## config.mk

```make
export PLATFORM = sky130hd
export DESIGN_NAME = linear_interp_resampler
export DESIGN_NICKNAME = d
export VERILOG_FILES = /design/src/rtl/lir_pkg.sv /design/src/rtl/linear_interp_resampler.sv
export SDC_FILE = /design/constraint.sdc
export NUM_CORES = 1
export LEC_CHECK = 0
export BUFFER_PORTS_ARGS = -buffer_cell sky130_fd_sc_hd__buf_4
export CORE_ASPECT_RATIO = 1.1
export CORE_UTILIZATION = 60
export CTS_CLUSTER_DIAMETER = 150
export DETAILED_ROUTE_END_ITERATION = 8
export GPL_ROUTABILITY_DRIVEN = 0
export PLACE_DENSITY = 0.87
export SYNTH_ARGS = -nofsm -noshare
export SYNTH_HDL_FRONTEND = slang
export SYNTH_SLANG_ARGS = --single-unit
```

## constraint.sdc

```tcl
create_clock -name clk -period 10.35 [get_ports clk]
set_clock_uncertainty 0.05 [all_clocks]
set_input_delay 1.035 -clock clk [delete_from_list [all_inputs] [get_ports clk]]
set_output_delay 1.035 -clock clk [all_outputs]
set_load 0.05 [all_outputs]
```

## src/rtl/lir_pkg.sv

```systemverilog
// Package for the linear interpolation resampler: widths, constants and sequencer codes.
`timescale 1ns / 1ps

package lir_pkg;

    localparam int SAMPLE_BITS   = 16;
    localparam int FRACTION_BITS = 24;
    localparam int STEP_BITS     = 32;
    localparam int WEIGHT_BITS   = 16;
    localparam int POS_BITS      = STEP_BITS + 1;
    localparam int DIFF_BITS     = SAMPLE_BITS + 1;
    localparam int PROD_BITS     = DIFF_BITS + WEIGHT_BITS + 1;

    localparam logic [POS_BITS-1:0]  POS_ONE   = POS_BITS'(64'd1 << FRACTION_BITS);
    localparam logic [POS_BITS-1:0]  POS_TWO   = POS_BITS'(64'd2 << FRACTION_BITS);
    localparam logic [POS_BITS-1:0]  MIN_STEP  = POS_BITS'(64'd1 << (FRACTION_BITS - 5));
    localparam logic [STEP_BITS-1:0] STEP_RESET = STEP_BITS'(64'd1 << FRACTION_BITS);
    localparam logic [PROD_BITS-1:0] ROUND_HALF = PROD_BITS'(64'd1 << (WEIGHT_BITS - 1));

    localparam int ST_BITS = 2;
    localparam logic [ST_BITS-1:0] ST_IDLE  = 2'd0;
    localparam logic [ST_BITS-1:0] ST_CHECK = 2'd1;
    localparam logic [ST_BITS-1:0] ST_MUL   = 2'd2;
    localparam logic [ST_BITS-1:0] ST_OUT   = 2'd3;

    typedef logic signed [SAMPLE_BITS-1:0] sample_t;
    typedef logic [POS_BITS-1:0]           pos_t;

endpackage

```

## src/rtl/linear_interp_resampler.sv

```systemverilog
// Streaming linear interpolation resampler with one shared multiply-round unit.
// Each result passes through the check, multiply and round/output states in order; the
// output state waits while out_ready holds off a full output register.
// in_ready stays low from an accepted beat until all of its results are out, and through
// the stream clear after a final beat. A first sample that is not final is only stored.
// Reset (rst_n, async, active low): step = 1.0, stream state cleared, output empty.
`timescale 1ns / 1ps

module linear_interp_resampler (
    input  logic                                 clk,
    input  logic                                 rst_n,
    input  logic                                 cfg_valid,
    output logic                                 cfg_ready,
    input  logic [lir_pkg::STEP_BITS-1:0]        cfg_data,
    input  logic                                 in_valid,
    output logic                                 in_ready,
    input  logic signed [lir_pkg::SAMPLE_BITS-1:0] sample,
    input  logic                                 final_sample,
    output logic                                 out_valid,
    input  logic                                 out_ready,
    output logic signed [lir_pkg::SAMPLE_BITS-1:0] out_sample,
    output logic                                 run_end,
    output logic                                 stream_end
);
    import lir_pkg::*;

    logic [ST_BITS-1:0]   st_reg, st_next;
    logic [STEP_BITS-1:0] step_reg;
    sample_t              prev_reg, prev_next;
    sample_t              x_reg, x_next;
    logic                 last_reg, last_next;
    logic                 have_prev_reg, have_prev_next;
    logic                 phase_b_reg, phase_b_next;
    pos_t                 pos_reg, pos_next;
    pos_t                 adv_reg, adv_next;
    logic                 is_last_reg, is_last_next;
    logic signed [PROD_BITS-1:0] prod_reg, prod_next;

    logic                 out_valid_reg, out_valid_next;
    sample_t              out_sample_reg, out_sample_next;
    logic                 run_end_reg, run_end_next;
    logic                 stream_end_reg, stream_end_next;

    pos_t                        inc;
    logic signed [DIFF_BITS-1:0] diff;
    logic signed [WEIGHT_BITS:0] weight;
    logic signed [PROD_BITS-1:0] rounded;
    logic                        out_free;

    assign cfg_ready  = 1'b1;
    assign in_ready   = (st_reg == ST_IDLE);
    assign out_valid  = out_valid_reg;
    assign out_sample = out_sample_reg;
    assign run_end    = run_end_reg;
    assign stream_end = stream_end_reg;

    assign out_free = !out_valid_reg || out_ready;
    assign inc      = ({1'b0, step_reg} < MIN_STEP) ? MIN_STEP : {1'b0, step_reg};
    assign diff     = DIFF_BITS'(x_reg) - DIFF_BITS'(prev_reg);
    assign weight   = $signed({1'b0, pos_reg[FRACTION_BITS-1 -: WEIGHT_BITS]});
    // floor((prod + half) / 2^16) is an arithmetic shift
    assign rounded  = (prod_reg + $signed(ROUND_HALF)) >>> WEIGHT_BITS;

    always_comb
    begin
        st_next         = st_reg;
        prev_next       = prev_reg;
        x_next          = x_reg;
        last_next       = last_reg;
        have_prev_next  = have_prev_reg;
        phase_b_next    = phase_b_reg;
        pos_next        = pos_reg;
        adv_next        = adv_reg;
        is_last_next    = is_last_reg;
        prod_next       = prod_reg;
        out_valid_next  = out_valid_reg && !out_ready;
        out_sample_next = out_sample_reg;
        run_end_next    = run_end_reg;
        stream_end_next = stream_end_reg;

        case (st_reg)
            ST_IDLE:
            begin
                if (in_valid)
                begin
                    x_next    = sample;
                    last_next = final_sample;
                    if (have_prev_reg)
                    begin
                        phase_b_next = 1'b0;
                        st_next      = ST_CHECK;
                    end
                    else
                    begin
                        prev_next      = sample;
                        have_prev_next = 1'b1;
                        if (final_sample)
                        begin
                            phase_b_next = 1'b1;
                            st_next      = ST_CHECK;
                        end
                    end
                end
            end
            ST_CHECK:
            begin
                if (pos_reg < POS_ONE)
                begin
                    st_next = ST_MUL;
                end
                else if (!phase_b_reg)
                begin
                    pos_next       = pos_reg - POS_ONE;
                    prev_next      = x_reg;
                    have_prev_next = 1'b1;
                    if (last_reg)
                    begin
                        // hold phase: prev equals x, so outputs repeat the final sample
                        phase_b_next = 1'b1;
                    end
                    else
                    begin
                        st_next = ST_IDLE;
                    end
                end
                else
                begin
                    prev_next      = '0;
                    have_prev_next = 1'b0;
                    pos_next       = '0;
                    st_next        = ST_IDLE;
                end
            end
            ST_MUL:
            begin
                prod_next = PROD_BITS'(diff) * PROD_BITS'(weight);
                adv_next  = pos_reg + inc;
                if (phase_b_reg)
                begin
                    is_last_next = (adv_next >= POS_ONE);
                end
                else
                begin
                    is_last_next = (adv_next >= POS_ONE) &&
                                   (!last_reg || (adv_next >= POS_TWO));
                end
                st_next = ST_OUT;
            end
            ST_OUT:
            begin
                if (out_free)
                begin
                    out_valid_next  = 1'b1;
                    out_sample_next = prev_reg + SAMPLE_BITS'(rounded);
                    run_end_next    = is_last_reg;
                    stream_end_next = is_last_reg && last_reg;
                    pos_next        = adv_reg;
                    st_next         = ST_CHECK;
                end
            end
            default:
            begin
                st_next = ST_IDLE;
            end
        endcase
    end

    always_ff @(posedge clk or negedge rst_n)
    begin
        if (!rst_n)
        begin
            st_reg        <= ST_IDLE;
            step_reg      <= STEP_RESET;
            prev_reg      <= '0;
            have_prev_reg <= 1'b0;
            pos_reg       <= '0;
            out_valid_reg <= 1'b0;
            phase_b_reg   <= 1'b0;
        end
        else
        begin
            st_reg        <= st_next;
            prev_reg      <= prev_next;
            have_prev_reg <= have_prev_next;
            pos_reg       <= pos_next;
            out_valid_reg <= out_valid_next;
            phase_b_reg   <= phase_b_next;
            if (cfg_valid && cfg_ready)
            begin
                step_reg <= cfg_data;
            end
        end
    end

    always_ff @(posedge clk)
    begin
        x_reg          <= x_next;
        last_reg       <= last_next;
        adv_reg        <= adv_next;
        is_last_reg    <= is_last_next;
        prod_reg       <= prod_next;
        out_sample_reg <= out_sample_next;
        run_end_reg    <= run_end_next;
        stream_end_reg <= stream_end_next;
    end

    a_stream_end_closes_run: assert property (@(posedge clk) disable iff (!rst_n)
        out_valid && stream_end |-> run_end)
        else $error("stream_end without run_end");

    a_mul_in_interval: assert property (@(posedge clk) disable iff (!rst_n)
        st_reg == ST_MUL |-> pos_reg < POS_ONE)
        else $error("multiply with position outside interval");

    a_fresh_stream_at_zero: assert property (@(posedge clk) disable iff (!rst_n)
        st_reg == ST_IDLE && !have_prev_reg |-> pos_reg == '0)
        else $error("stream state not cleared");

endmodule

```

; ---- After elaboration in Yosys (flattened, before gate mapping)
; Cells that the tools add are included.
[totals]
register_bits = 187
input_bits = 54
[op_classes]
add_sub_neg = 5
n_mux = 32
mul = 1
order_cmp = 4
reduce_logical = 18
eq_ne = 9
[ops]
columns = op, count
row1 = 33-bit two-way mux, 3
row2 = 33-bit case mux with 2 select lines, 1
row3 = 16-bit two-way mux, 4
row4 = 33-bit by 32-bit adder with 33-bit output, 1
row5 = "33-bit by 25-bit greater-or-equal comparator with 1-bit output, second input constant", 1
row6 = "33-bit by 26-bit greater-or-equal comparator with 1-bit output, second input constant", 1
row7 = "33-bit by 25-bit < comparator with 1-bit output, second input constant", 1
row8 = "33-bit by 25-bit subtractor with 33-bit output, second input constant", 1
row9 = "32-bit by 17-bit adder with 32-bit output, second input constant", 1
row10 = "32-bit by 20-bit < comparator with 1-bit output, second input constant", 1
row11 = 17-bit by 17-bit multiplier with 32-bit output, 1
row12 = 32-bit two-way mux, 1
row13 = 16-bit case mux with 2 select lines, 1
row14 = 16-bit by 16-bit subtractor with 17-bit output, 1
row15 = 16-bit adder, 1
row16 = 2-bit two-way mux, 7
row17 = 1-bit two-way mux, 12
row18 = 4-bit AND reduction, 3
row19 = "2-bit inequality test, second input constant", 4
row20 = 2-bit case mux with 4 select lines, 1
row21 = 3-bit AND reduction, 2
row22 = "2-bit equality test, second input constant", 2
row23 = "4-bit inequality test, second input constant", 1
row24 = 1-bit case mux with 2 select lines, 2
row25 = other kinds (8), 15

; ---- Logic depth before layout (Yosys ltp)
[logic_depth]
ltp_word = 7
ltp_mapped = 35
ltp_nobuf = 34

; ---- Worst setup path before layout
; Ideal clock, no wire load.
[synth_path]
path_type = reg-to-reg
from = register prev_reg[2]
to = register prod_reg[31], data pin
synth_period_minus_slack_ns = 8.051
n_path_buf = 1
path_slack_ns = 2.299
arrival_time_ns = 7.734
stages_incl_launch_ff = 32
path_cell_list = dfrtp_1 > inv_1 > ha_1 > nor2b_1 > o31a_1 > o211ai_1 > a31o_2 > nor2b_1 > o21a_1 > o21ai_0 > a31o_2 > buf_1 > nand2_1 > fa_1 > inv_1 > fa_1 > fa_1 > fa_1 > fa_1 > inv_1 > fa_1 > inv_1 > ha_1 > or2_2 > a21oi_1 > a21oi_1 > a21oi_1 > nand2_1 > a41o_1 > nor4_1 > a21oi_1 > xnor3_1
[synth_via]
elab_chain_len = 2
[synth_lines]
columns = element, line
row1 = start: declaration, linear_interp_resampler.sv:29  ; sample_t prev_reg, prev_next;
row2 = start signal: assignment, linear_interp_resampler.sv:183  ; prev_reg <= prev_next;
row3 = 16-bit by 16-bit subtractor with 17-bit output, linear_interp_resampler.sv:59  ; assign diff = DIFF_BITS'(x_reg) - DIFF_BITS'(prev_reg);
row4 = 17-bit by 17-bit multiplier with 32-bit output, linear_interp_resampler.sv:136  ; prod_next = PROD_BITS'(diff) * PROD_BITS'(weight);
row5 = end signal: assignment, linear_interp_resampler.sv:201  ; prod_reg <= prod_next;
row6 = end: declaration, linear_interp_resampler.sv:37  ; logic signed [PROD_BITS-1:0] prod_reg, prod_next;
; No other way between the ends.
; A chain may end at the register's enable or synchronous reset.

; ---- Worst setup path after layout
[layout_path]
from = register prev_reg[1]
to = register prod_reg[31], data pin
; Same word-level chain as after synthesis.

==> results by stage <==
Synthesis:
- The netlist uses 73 different library cells.
- The top cell type's share of synthesized area is 0.271.
- After synthesis the netlist holds a flip-flop and latch count of 172.
- After synthesis, the share of flip-flops with an asynchronous set or reset is 0.500.
- The primary flip-flop cell chosen by synthesis mapping is sky130_fd_sc_hd__edfxtp_1.
- Yosys mapped a number of flops with a built-in enable equal to 86.
- The count of synthesis-stage warnings from yosys is 0.
- The largest total area in the synthesized netlist belongs to sky130_fd_sc_hd__fa_1.
- After technology mapping, the gate count stands at 1,950.
- The leading cell type by number of instances after synthesis is sky130_fd_sc_hd__inv_1.
- The cell area that synthesis handed to floorplanning was 19,300 sq um.
- The mean cell area of the mapped netlist is 9.91 sq um.
- The synthesized netlist net count is 2,417.
- Sorting the synthesized cells by how often they occur yields 350 x sky130_fd_sc_hd__inv_1, 261 x sky130_fd_sc_hd__fa_1, 173 x sky130_fd_sc_hd__nand2_1.
- Yosys attributes the largest share of cell area to sky130_fd_sc_hd__fa_1 27%, sky130_fd_sc_hd__edfxtp_1 13%, sky130_fd_sc_hd__dfrtp_1 11%, sky130_fd_sc_hd__ha_1 9.8%, sky130_fd_sc_hd__inv_1 6.8%.
- The register area share after synthesis is 0.245.

Clocking:
- TritonCTS built the clock tree.
- The number of gates resized after CTS is 0.
- Clock tree synthesis inserted a total of 17 buffers.
- The root buffer selected by CTS is sky130_fd_sc_hd__clkbuf_16.
- The count of clock tree sinks is 172.
- The later pin in the worst-skew pair is clocked with a latency of 0.45 ns.
- Buffers inserted to repair hold after CTS numbered 0.
- The number of buffers inserted to repair setup after CTS is 0.
- The number of levels the H-tree was split into is 4.
- The clock slew seen by the registers of the worst setup and hold paths is 0.07 ns.
- No sink is reached through more buffers than the 2 on the longest clock path.

Layout:
- In the final layout, the share of cells above drive strength 1 is 0.0872.
- The net count of the finished layout is 2,439.
- From synthesis to final layout, the design area changed by 7.56%.
- 0 antenna diodes ended up in the layout.

STA:
- The total count of hold-check failures in the final report was 0.
- After layout, the minimum clock period comes to 9.05 ns.
- In the post-route analysis, the smallest setup slack over all paths is 1.30 ns.
- Setup repair after global routing left no endpoint under its margin.
- Derived from the worst setup path, the maximum achievable clock frequency is 110 MHz.
- For the pin with the worst max-slew slack, the measured transition is 1.48 ns.
- The max-slew violation total from the final report is 0.
- The worst pin sits at a relative slew slack of 0.0111.
- The total of endpoints with negative setup slack in the final report is 0.
- Dividing the final minimum period by the clock period gives 0.875.
- In the final timing run, aggregate negative setup slack is 0 ns.

Global route:
- The first-pass GRT wire length is 72.7 mm.
- The overflow left after global routing is 0.
- The via count of the first global-routing pass was 15.2k.
- The initial antenna violation count was 0.
- The largest net degree at the start of global routing is 87.
- In the global route stage, overall resource usage came out at 0.280.

Setup path:
- STA classifies the critical path startpoint as a register.
- The largest fanout of any net on the critical path is 9.
- The critical path's largest stage delay is 0.91 ns.
- The arrival time of the worst setup path is 9.19 ns.
- Data on the critical path is required at its endpoint by 10.49 ns.
- The largest individual stage delay along the critical path comes from the cell sky130_fd_sc_hd__xnor2_1.
- STA classifies the critical path endpoint as a register.
- The critical path is of the reg -> reg type.

Min path:
- The tightest min-delay check is of the reg -> reg type.

Placed design:
- In this run the tool buffered the top-level ports with 73 buffer cells.
- Before CTS, the worst setup slack after placement is 1.42 ns.
- The wire-length estimate of the detail-placed layout is 32.9 mm.

Drt:
- The routed wire length per instance is 18.0 microns.
- The total wire length is 43.3 mm.
- In this run the remaining antenna-violating nets after routing total 0.
- The number of iterations in the first detailed-routing pass is 5.
- The detailed router placed 14.1k vias in this run.
- The initial DRC count is 966.
- The residual DRC count is 0.
- Using the TritonRoute via totals, the vias-per-cell ratio works out to 5.86.

Floorplan:
- The number of placement rows is 68.
- The die area is 32,900 sq um.
- The core region is 31,600 sq um.
- In this run the horizontal extent of the chip is 173 microns.
- Pin placement for this block handled 75 I/O pins.
- The floorplan step set the die height to 190 microns.
- The effective utilization at floorplan is 0.612.

Flow run:
- Across the run, the number of max-cap violations was 1.

Status:
- The final reports fail on max-capacitance violations.
- The flow ran to the end, but the final reports show violations.
layout make-up:
cell class              count  area [sq um]
clock buffers              17           425
clock inverters            15           180
fillers                  2309         10800
inverters                 350          1310
multi-input cells        1343         12900
flip-flops and latches    172          4740
well taps                 420           526
repair buffers             88           661
worst max-delay path: cells and delay by family, from the launching register on:
family,cells,cell delay [ns]
fa+ha+maj,8,3.41
compound gates,13,2.19
xor+xnor,2,1.26
simple gates,5,0.75
buf+inv,6,0.67
flops,1,0.44
layer usage:
metal	wire, microns	global-route usage
met3	2550	0.0394
met4	1610	0.123
met1	16300	0.323
met2	22800	0.516
met5	0	0
placed cells by master, fill, tap and decap left out, types with 7 or more instances in the layout:
| cell | netlist | layout |
|---|---|---|
| sky130_fd_sc_hd__mux2_2 | 32 | 32 |
| sky130_fd_sc_hd__o21a_1 | 15 | 15 |
| sky130_fd_sc_hd__dfrtp_1 | 85 | 85 |
| sky130_fd_sc_hd__fa_1 | 261 | 261 |
| sky130_fd_sc_hd__xnor2_1 | 69 | 68 |
| sky130_fd_sc_hd__a31oi_1 | 8 | 8 |
| sky130_fd_sc_hd__a221oi_1 | 15 | 15 |
| sky130_fd_sc_hd__ha_1 | 152 | 151 |
| sky130_fd_sc_hd__nand3_1 | 23 | 23 |
| sky130_fd_sc_hd__o21ai_0 | 54 | 54 |
| sky130_fd_sc_hd__nand2b_1 | 21 | 21 |
| sky130_fd_sc_hd__a21o_1 | 26 | 26 |
| sky130_fd_sc_hd__nor3_1 | 20 | 20 |
| sky130_fd_sc_hd__a21oi_1 | 79 | 79 |
| sky130_fd_sc_hd__and3_1 | 9 | 9 |
| sky130_fd_sc_hd__nor2b_1 | 29 | 29 |
| sky130_fd_sc_hd__a22o_1 | 29 | 29 |
| sky130_fd_sc_hd__edfxtp_1 | 86 | 86 |
| sky130_fd_sc_hd__and2_1 | 134 | 134 |
| sky130_fd_sc_hd__nor2_1 | 57 | 57 |
| sky130_fd_sc_hd__a211oi_1 | 7 | 7 |
| sky130_fd_sc_hd__nand2_1 | 173 | 173 |
| sky130_fd_sc_hd__nand4_1 | 8 | 8 |
| sky130_fd_sc_hd__clkbuf_16 | 0 | 17 |
| sky130_fd_sc_hd__inv_1 | 350 | 350 |
| sky130_fd_sc_hd__buf_4 | 2 | 88 |
| sky130_fd_sc_hd__xor2_1 | 41 | 41 |
stage by stage:
stage               utilization  instance area [sq um]  hold slack [ns]  instances
finish                    0.658                  20800            0.410       2405
global route              0.658                  20800            0.424       2405
CTS                       0.658                  20800            0.411       2405
detailed placement        0.639                  20200            0.392       2373
global placement          0.639                  20200            0.393       2373
floorplan                     -                  19300            0.367       1950
path summary, 6_finish.rpt:
| kind | from | to | slack [ns] | cells past startpoint |
|---|---|---|---|---|
| setup / recovery | prev_reg[1]$_DFFE_PN0P_ | prod_reg[31]$_DFFE_PN_ | 1.30 | 34 |
| hold / removal | is_last_reg$_DFFE_PN_ | run_end$_DFFE_PP_ | 0.41 | 0 |
| setup reg to reg | prev_reg[1]$_DFFE_PN0P_ | prod_reg[31]$_DFFE_PN_ | 1.30 | 34 |
| hold reg to reg | is_last_reg$_DFFE_PN_ | run_end$_DFFE_PP_ | 0.41 | 0 |
| max in group asynchronous | rst_n | pos_reg[16]$_DFFE_PN0P_ | 8.74 | 1 |
| min in group asynchronous | rst_n | step_reg[29]$_DFFE_PN0P_ | 0.74 | 1 |
kinds of logic after synthesis:
group	Yosys count	synth area share
simple gates	502	0.132
buf+inv	435	0.0857
fa+ha+maj	413	0.369
compound gates	284	0.0984
flops	172	0.245
xor+xnor	111	0.0510
mux	32	0.0187
other cells	1	0.000194
Power is left out: the tool's default activity adds up to more than one toggle a clock period on the data nets, which glitch-free logic cannot reach.
